<file path="config.mk">
export PLATFORM = sky130hd
export DESIGN_NAME = multiplexed_segment_display_driver_core
export DESIGN_NICKNAME = d
export VERILOG_FILES = /design/src/hdl/segdrv_pkg.sv /design/src/hdl/segdrv_ctrl.sv /design/src/hdl/segdrv_enc.sv /design/src/hdl/multiplexed_segment_display_driver_core.sv
export SDC_FILE = /design/constraint.sdc
export NUM_CORES = 1
export LEC_CHECK = 0
export BUFFER_PORTS_ARGS = -buffer_cell sky130_fd_sc_hd__buf_2
export CORE_ASPECT_RATIO = 0.5
export CORE_MARGIN = 1.5
export CORE_UTILIZATION = 61
export CTS_CLUSTER_DIAMETER = 40
export DETAILED_ROUTE_END_ITERATION = 12
export GPL_TIMING_DRIVEN = 0
export PLACE_DENSITY = 0.87
export SLEW_MARGIN = 5
export SYNTH_ARGS = -nofsm -noshare
export SYNTH_HDL_FRONTEND = slang
export SYNTH_SLANG_ARGS = --single-unit
</file>
<file path="constraint.sdc">
create_clock -name i_clk -period 18.9 [get_ports i_clk]
set_input_delay 2.835 -clock i_clk [delete_from_list [all_inputs] [get_ports i_clk]]
set_output_delay 2.835 -clock i_clk [all_outputs]
set_load 0.005 [all_outputs]
</file>
<file path="src/hdl/segdrv_pkg.sv">
// Shared types, constants and segment tables for the segment display driver.
// No dependencies; used by segdrv_ctrl, segdrv_enc and the top level.
`timescale 1ns / 1ps

package segdrv_pkg;

    typedef logic [15:0] t_word;

    // Configuration register indexes
    typedef enum logic [1:0] {
        REG_TICK_THRESHOLD   = 2'd0,
        REG_BLINK_PERIOD     = 2'd1,
        REG_BLINK_OFF_FRAMES = 2'd2
    } t_reg_index;

    localparam int CFG_INDEX_W = 2;
    localparam int CFG_DATA_W  = 10;

    localparam logic [6:0] TICK_THRESHOLD_RST   = 7'd10;
    localparam logic [9:0] BLINK_PERIOD_RST     = 10'd500;
    localparam logic [9:0] BLINK_OFF_FRAMES_RST = 10'd100;

    localparam logic [15:0] VALUE_LIMIT = 16'd3000;

    // Frame handed from the control stage to the encoder
    typedef struct packed {
        logic [15:0] value;
        logic        dots;
        logic        blank;
        logic        phase;
    } t_frame;

    localparam t_word SEG_ONES [0:1][0:9] = '{
        '{16'h0039, 16'h0031, 16'h0029, 16'h0039, 16'h0031,
          16'h0019, 16'h0019, 16'h0039, 16'h0039, 16'h0039},
        '{16'h005A, 16'h0000, 16'h0072, 16'h0032, 16'h002A,
          16'h003A, 16'h007A, 16'h0000, 16'h007A, 16'h003A}
    };

    localparam t_word SEG_TENS [0:1][0:9] = '{
        '{16'h02C1, 16'h0000, 16'h01C1, 16'h0181, 16'h0301,
          16'h0381, 16'h03C1, 16'h0000, 16'h03C1, 16'h0381},
        '{16'h0382, 16'h0182, 16'h0302, 16'h0382, 16'h0182,
          16'h0282, 16'h0282, 16'h0382, 16'h0382, 16'h0382}
    };

    localparam t_word SEG_HUNDREDS [0:1][0:9] = '{
        '{16'h1C01, 16'h1801, 16'h1401, 16'h1C01, 16'h1801,
          16'h0C01, 16'h0C01, 16'h1C01, 16'h1C01, 16'h1C01},
        '{16'h2C02, 16'h0000, 16'h3802, 16'h1802, 16'h1402,
          16'h1C02, 16'h3C02, 16'h0000, 16'h3C02, 16'h1C02}
    };

    localparam t_word SEG_THOUSANDS [0:1][0:2] = '{
        '{16'h0000, 16'h6001, 16'hC001},
        '{16'h0000, 16'h0000, 16'h8002}
    };

    localparam t_word SEG_OVERLOAD [0:1] = '{16'h02C1, 16'h03DA};
    localparam t_word SEG_DOTS     [0:1] = '{16'h0000, 16'h0006};

endpackage

</file>
<file path="src/hdl/segdrv_ctrl.sv">
// Tick divider, blink frame counter, backplane phase and config registers.
// Registers each framing tick into a frame item for the encoder. Uses segdrv_pkg.
`timescale 1ns / 1ps

module segdrv_ctrl import segdrv_pkg::*; (
    input  logic                   i_clk,
    input  logic                   i_rst_n,
    input  logic                   i_cfg_valid,
    input  logic [CFG_INDEX_W-1:0] i_cfg_index,
    input  logic [CFG_DATA_W-1:0]  i_cfg_data,
    input  logic                   i_valid,
    output logic                   o_ready,
    input  logic [15:0]            i_display_value,
    input  logic                   i_blink_on,
    input  logic                   i_dots_on,
    output logic                   o_frame_valid,
    input  logic                   i_frame_ready,
    output t_frame                 o_frame
);

    logic [6:0] r_tick_threshold;
    logic [9:0] r_blink_period;
    logic [9:0] r_blink_off_frames;

    logic [7:0] r_tick_count, n_tick_count;
    logic [9:0] r_frame_count, n_frame_count;
    logic       r_phase, n_phase;
    logic       r_valid, n_valid;
    t_frame     r_frame;

    logic        accept;
    logic        frame_due;
    logic [10:0] fc_inc;

    assign o_ready       = !r_valid || i_frame_ready;
    assign accept        = i_valid && o_ready;
    assign frame_due     = r_tick_count > {1'b0, r_tick_threshold};
    assign fc_inc        = {1'b0, r_frame_count} + 11'd1;
    assign o_frame_valid = r_valid;
    assign o_frame       = r_frame;

    always_comb begin
        n_tick_count  = r_tick_count;
        n_frame_count = r_frame_count;
        n_phase       = r_phase;
        n_valid       = r_valid;
        if (r_valid && i_frame_ready) begin
            n_valid = 1'b0;
        end
        if (accept) begin
            n_valid = frame_due;
            if (frame_due) begin
                // period of zero behaves as one: count stays at zero
                n_frame_count = (fc_inc >= {1'b0, r_blink_period}) ? 10'd0 : fc_inc[9:0];
                n_phase       = !r_phase;
                n_tick_count  = 8'd1;
            end else begin
                n_tick_count  = r_tick_count + 8'd1;
            end
        end
    end

    always_ff @(posedge i_clk) begin
        if (!i_rst_n) begin
            r_tick_count  <= '0;
            r_frame_count <= '0;
            r_phase       <= 1'b0;
            r_valid       <= 1'b0;
        end else begin
            r_tick_count  <= n_tick_count;
            r_frame_count <= n_frame_count;
            r_phase       <= n_phase;
            r_valid       <= n_valid;
        end
    end

    always_ff @(posedge i_clk) begin
        if (accept && frame_due) begin
            r_frame.value <= i_display_value;
            r_frame.dots  <= i_dots_on;
            r_frame.blank <= i_blink_on && (r_frame_count < r_blink_off_frames);
            r_frame.phase <= r_phase;
        end
    end

    always_ff @(posedge i_clk) begin
        if (!i_rst_n) begin
            r_tick_threshold   <= TICK_THRESHOLD_RST;
            r_blink_period     <= BLINK_PERIOD_RST;
            r_blink_off_frames <= BLINK_OFF_FRAMES_RST;
        end else if (i_cfg_valid) begin
            unique case (i_cfg_index)
                REG_TICK_THRESHOLD:   r_tick_threshold   <= i_cfg_data[6:0];
                REG_BLINK_PERIOD:     r_blink_period     <= i_cfg_data;
                REG_BLINK_OFF_FRAMES: r_blink_off_frames <= i_cfg_data;
                default: ;
            endcase
        end
    end

endmodule

</file>
<file path="src/hdl/segdrv_enc.sv">
// Segment encoder: decimal digit split, table lookup and result register.
// Depends on segdrv_pkg for the frame type and segment tables.
`timescale 1ns / 1ps

module segdrv_enc import segdrv_pkg::*; (
    input  logic        i_clk,
    input  logic        i_rst_n,
    input  logic        i_frame_valid,
    output logic        o_frame_ready,
    input  t_frame      i_frame,
    output logic        o_valid,
    input  logic        i_ready,
    output logic [15:0] o_segment_word,
    output logic        o_backplane_phase
);

    logic        r_valid, n_valid;
    logic [15:0] r_word;
    logic        r_phase;

    logic        take;
    logic        overload;
    logic [11:0] v12;
    logic [1:0]  thou;
    logic [9:0]  rem1;
    logic [3:0]  hund;
    logic [6:0]  rem2;
    logic [3:0]  tens;
    logic [3:0]  ones;
    t_word       word;

    assign o_frame_ready = !r_valid || i_ready;
    assign take          = i_frame_valid && o_frame_ready;

    always_comb begin
        overload = i_frame.value >= VALUE_LIMIT;
        v12      = i_frame.value[11:0];

        if (v12 >= 12'd2000) begin
            thou = 2'd2;
            rem1 = 10'(v12 - 12'd2000);
        end else if (v12 >= 12'd1000) begin
            thou = 2'd1;
            rem1 = 10'(v12 - 12'd1000);
        end else begin
            thou = 2'd0;
            rem1 = v12[9:0];
        end

        // parallel compares against the multiples; the highest passing one wins
        hund = 4'd0;
        for (int k = 1; k < 10; k++) begin
            if (rem1 >= 10'(k * 100)) hund = 4'(k);
        end
        rem2 = 7'(rem1 - 10'(hund) * 10'd100);

        tens = 4'd0;
        for (int k = 1; k < 10; k++) begin
            if (rem2 >= 7'(k * 10)) tens = 4'(k);
        end
        ones = 4'(rem2 - 7'(tens) * 7'd10);

        if (i_frame.blank) begin
            word = '0;
        end else if (overload) begin
            word = SEG_OVERLOAD[i_frame.phase];
        end else begin
            word = SEG_THOUSANDS[i_frame.phase][thou]
                 | SEG_HUNDREDS[i_frame.phase][hund]
                 | SEG_TENS[i_frame.phase][tens]
                 | SEG_ONES[i_frame.phase][ones]
                 | (i_frame.dots ? SEG_DOTS[i_frame.phase] : 16'h0000);
        end
    end

    always_comb begin
        n_valid = r_valid;
        if (r_valid && i_ready) begin
            n_valid = 1'b0;
        end
        if (take) begin
            n_valid = 1'b1;
        end
    end

    always_ff @(posedge i_clk) begin
        if (!i_rst_n) begin
            r_valid <= 1'b0;
        end else begin
            r_valid <= n_valid;
        end
    end

    always_ff @(posedge i_clk) begin
        if (take) begin
            r_word  <= word;
            r_phase <= i_frame.phase;
        end
    end

    assign o_valid           = r_valid;
    assign o_segment_word    = r_word;
    assign o_backplane_phase = r_phase;

endmodule

</file>
<file path="src/hdl/multiplexed_segment_display_driver_core.sv">
// Segment display driver top level: one timer tick item accepted per cycle unless stalled.
// A framing tick gives its segment word through the frame register in segdrv_ctrl
// and then the result register in segdrv_enc; other ticks give none. The
// two-register pipeline moves one item per cycle unless i_ready holds it back.
// Synchronous active-low reset clears counters, phase and valid flags and
// restores the configuration defaults. Depends on segdrv_pkg, segdrv_ctrl, segdrv_enc.
`timescale 1ns / 1ps

module multiplexed_segment_display_driver_core import segdrv_pkg::*; (
    input  logic                   i_clk,
    input  logic                   i_rst_n,
    input  logic                   i_cfg_valid,
    output logic                   o_cfg_ready,
    input  logic [CFG_INDEX_W-1:0] i_cfg_index,
    input  logic [CFG_DATA_W-1:0]  i_cfg_data,
    input  logic                   i_valid,
    output logic                   o_ready,
    input  logic [15:0]            i_display_value,
    input  logic                   i_blink_on,
    input  logic                   i_dots_on,
    output logic                   o_valid,
    input  logic                   i_ready,
    output logic [15:0]            o_segment_word,
    output logic                   o_backplane_phase
);

    logic   frame_valid;
    logic   frame_ready;
    t_frame frame;

    // registers are always writable
    assign o_cfg_ready = 1'b1;

    segdrv_ctrl u_ctrl (
        .i_clk           (i_clk),
        .i_rst_n         (i_rst_n),
        .i_cfg_valid     (i_cfg_valid),
        .i_cfg_index     (i_cfg_index),
        .i_cfg_data      (i_cfg_data),
        .i_valid         (i_valid),
        .o_ready         (o_ready),
        .i_display_value (i_display_value),
        .i_blink_on      (i_blink_on),
        .i_dots_on       (i_dots_on),
        .o_frame_valid   (frame_valid),
        .i_frame_ready   (frame_ready),
        .o_frame         (frame)
    );

    segdrv_enc u_enc (
        .i_clk             (i_clk),
        .i_rst_n           (i_rst_n),
        .i_frame_valid     (frame_valid),
        .o_frame_ready     (frame_ready),
        .i_frame           (frame),
        .o_valid           (o_valid),
        .i_ready           (i_ready),
        .o_segment_word    (o_segment_word),
        .o_backplane_phase (o_backplane_phase)
    );

endmodule

</file>
==> out/qor.txt <==
Worst-Skew Late Latency -> 350 ps
Pwr dens -> 66.6 nW/um^2
Tot GR Track Use -> 27.1%
Dpl hpwl -> 9750 um
I/O pins -> 55
Fill cells -> 620
Total global routing overflow -> 0
Post-synth top area share -> 18.5%
Crit-path most repeated cell -> inv_1
Resize count post-CTS -> 0
P&R area growth vs syn -> 12.9%
Worst EP required -> 18,990 ps
CTS Buf Count -> 9
DRC Markers -> 0
Final WL -> 13,000 um
Maximum clock rate -> 0.134 GHz
Count of cell types in the netlist -> 86
Postcts setup bufs -> 0
Area of the core -> 8980 um^2
Worst Setup Start Kind -> flip-flop
Row count -> 24
Iter 0 DRT Violations -> 529
Top post-synthesis cells by count -> 71 x nand2_1, 55 x ha_1, 51 x inv_1
Post-Synthesis Cells -> 619
Critical path type -> reg -> reg
DP Worst Slack -> 11,500 ps
Min-Delay Path Class -> reg -> reg
Die footprint -> 10,200 um^2
Worst setup EP type -> flip-flop
Final-stage net count -> 776
Worst-margin pin slew -> 759 ps
Dominant synthesized flop cell -> dfxtp_1
Synth Cell Area -> 5830 um^2
Clk root buf -> clkbuf_16
Area after DPL -> 6270 um^2
Pleak -> 0.00290 uW
Multi-input gate area -> 3440 um^2
Fraction of registers with async set/reset -> 0%
Fin. Hold Viols -> 0
CTS Buffer Depth -> 2
Non-Filler Instances -> 806
Outcome -> finished clean
First-pass GRT wire length -> 22,000 um
Die W -> 141 um
Post-DR wirelength/cell -> 16.1 um
Yosys reg bits -> 84
VDD IR max -> 0.0435 mV
CTS tree -> done
Final ANT Viol Nets -> 0
Ant diodes -> 0
Critical path arrival -> 7570 ps
CP max stage delay -> 480 ps
Sequential area share after synthesis -> 35.0%
Vias in the first global route -> 4,815
Final clock period utilization by the worst path -> 39.6%
Hold_buf cts -> 0
Yosys Warn Count -> 0
Final setup fails -> 0
Largest cells by area after synthesis -> edfxtp_1 19%, dfxtp_1 16%, ha_1 12%
Vias per cell -> 6.02
Drt first pass iters -> 5
Power consumption -> 439 uW
H-tree depth reported by CTS -> 3
Syn nets -> 711
Mean area per synthesized cell -> 9.43 um^2
Final Worst Setup Slack -> 11,420 ps
Slew HR -> 49.0%
Placed cell count -> 790
Max Slew Vio Count -> 0
Die Ht -> 72.2 um
Antenna violations before repair -> 0
Largest net degree at the start of global routing -> 20
Gpl congestion -> 0.889
Max Cap Viol -> 0
Clock Skew -> 6.55 ps
Buffers added on ports -> 52
Layout cells sized above 1 -> 17.7%
Most frequent cell after synthesis -> nand2_1
Initial core utilization -> 65.0%
Detailed-route via count -> 4,855
Synth area leader -> edfxtp_1
# clock sinks -> 84
TNS Setup -> 0 ps
Total area of sequential cells -> 2040 um^2
Slowest stage cell, crit path -> a2111o_1
Post-synth EDFFs -> 36
Fin crit period -> 7480 ps
Max FO, Critical Path -> 10
RSZ-0062 raised after global routing -> no
Worst-path clk slew -> 70 ps
Post-Layout Inst Area -> 6590 um^2
-- flip-flops by register name, indices dropped and copies added (netlist names) --
name                       flops
u_ctrl.o_frame_valid           1
u_ctrl.r_phase                 1
u_enc.o_valid                  1
u_ctrl.r_tick_threshold        7
u_ctrl.r_blink_off_frames     10
u_ctrl.r_blink_period         10
u_enc.o_backplane_phase        1
u_ctrl.r_frame_count          10
u_enc.o_segment_word          16
u_ctrl.o_frame                19
u_ctrl.r_tick_count            8
-- placed cells by master (no fill, tap or decap), types with 14 or more instances in the layout --
cell type,n
o21ai_0,27
xor2_1,15
nor2_1,41
edfxtp_1,36
inv_1,51
nand2_1,71
a21oi_1,33
a21o_1,14
buf_2,53
dfxtp_1,48
nor2b_1,14
ha_1,55
-- stage by stage --
stage | hold slack [ps] | utilization (%)
after floorplan | 429 | -
after global routing | 473 | 73.4
after detailed placement | 445 | 69.8
after global placement | 439 | 69.5
final | 461 | 73.4
after CTS | 460 | 73.4
-- area by class of cell --
type | count | share of cell area (%)
multi-input cells | 459 | 52.2
flip-flops and latches | 84 | 31.0
repair buffers | 54 | 4.25
clock buffers | 11 | 4.18
inverters | 51 | 2.91
plain buffers | 25 | 2.62
well taps | 117 | 2.22
clock inverters | 5 | 0.646
-- path summary, 6_finish.rpt --
kind | from | end | slack, ps | depth (start not counted)
max | u_ctrl.o_frame[7]$_DFFE_PP_ | u_enc.o_segment_word[1]$_SDFFCE_PP0P_ | 11420 | 28
min reg2reg | u_ctrl.r_phase$_SDFFE_PN0P_ | u_ctrl.o_frame[0]$_DFFE_PP_ | 460 | 0
min | u_ctrl.r_phase$_SDFFE_PN0P_ | u_ctrl.o_frame[0]$_DFFE_PP_ | 460 | 0
max reg2reg | u_ctrl.o_frame[7]$_DFFE_PP_ | u_enc.o_segment_word[1]$_SDFFCE_PP0P_ | 11420 | 28
-- cells by family (layout without fill, tap and decap cells) --
kind of cell / Yosys count / after routing / share of synthesized area [%]
simple gates: 194 / 194 / 16.2
compound gates: 163 / 163 / 21.3
flops: 84 / 84 / 35.0
buf+inv: 76 / 146 / 6.24
fa+ha+maj: 58 / 58 / 12.7
xor+xnor: 31 / 31 / 5.90
mux: 12 / 12 / 2.68
other cells: 1 / 1 / 0.0643
-- per-layer routing --
| layer | wire, um | GRT usage (%) | vias up |
|---|---|---|---|
| li1 | - | - | 2348 |
| met1 | 5540 | 32.1 | 2274 |
| met2 | 6360 | 49.1 | 193 |
| met3 | 775 | 6.07 | 40 |
| met4 | 305 | 9.84 | 0 |
| met5 | 0 | 0 | - |
-- critical path, delay by kind of cell, from the launching register on --
family,cells,cell delay (ps)
adder cells (fa/ha/maj),6,1880
flip-flops,1,470
AO/OA/AOI/OAI,9,2740
AND/OR/NAND/NOR,2,180
buffers and inverters,7,950
XOR/XNOR,4,980
-- power by group --
group / internal [uW] / switching, uW
logic: 26.3 / 33.2
registers: 192 / 1.86
clock network: 107 / 78.6
No activity file was read; power rests on OpenSTA's default activity.
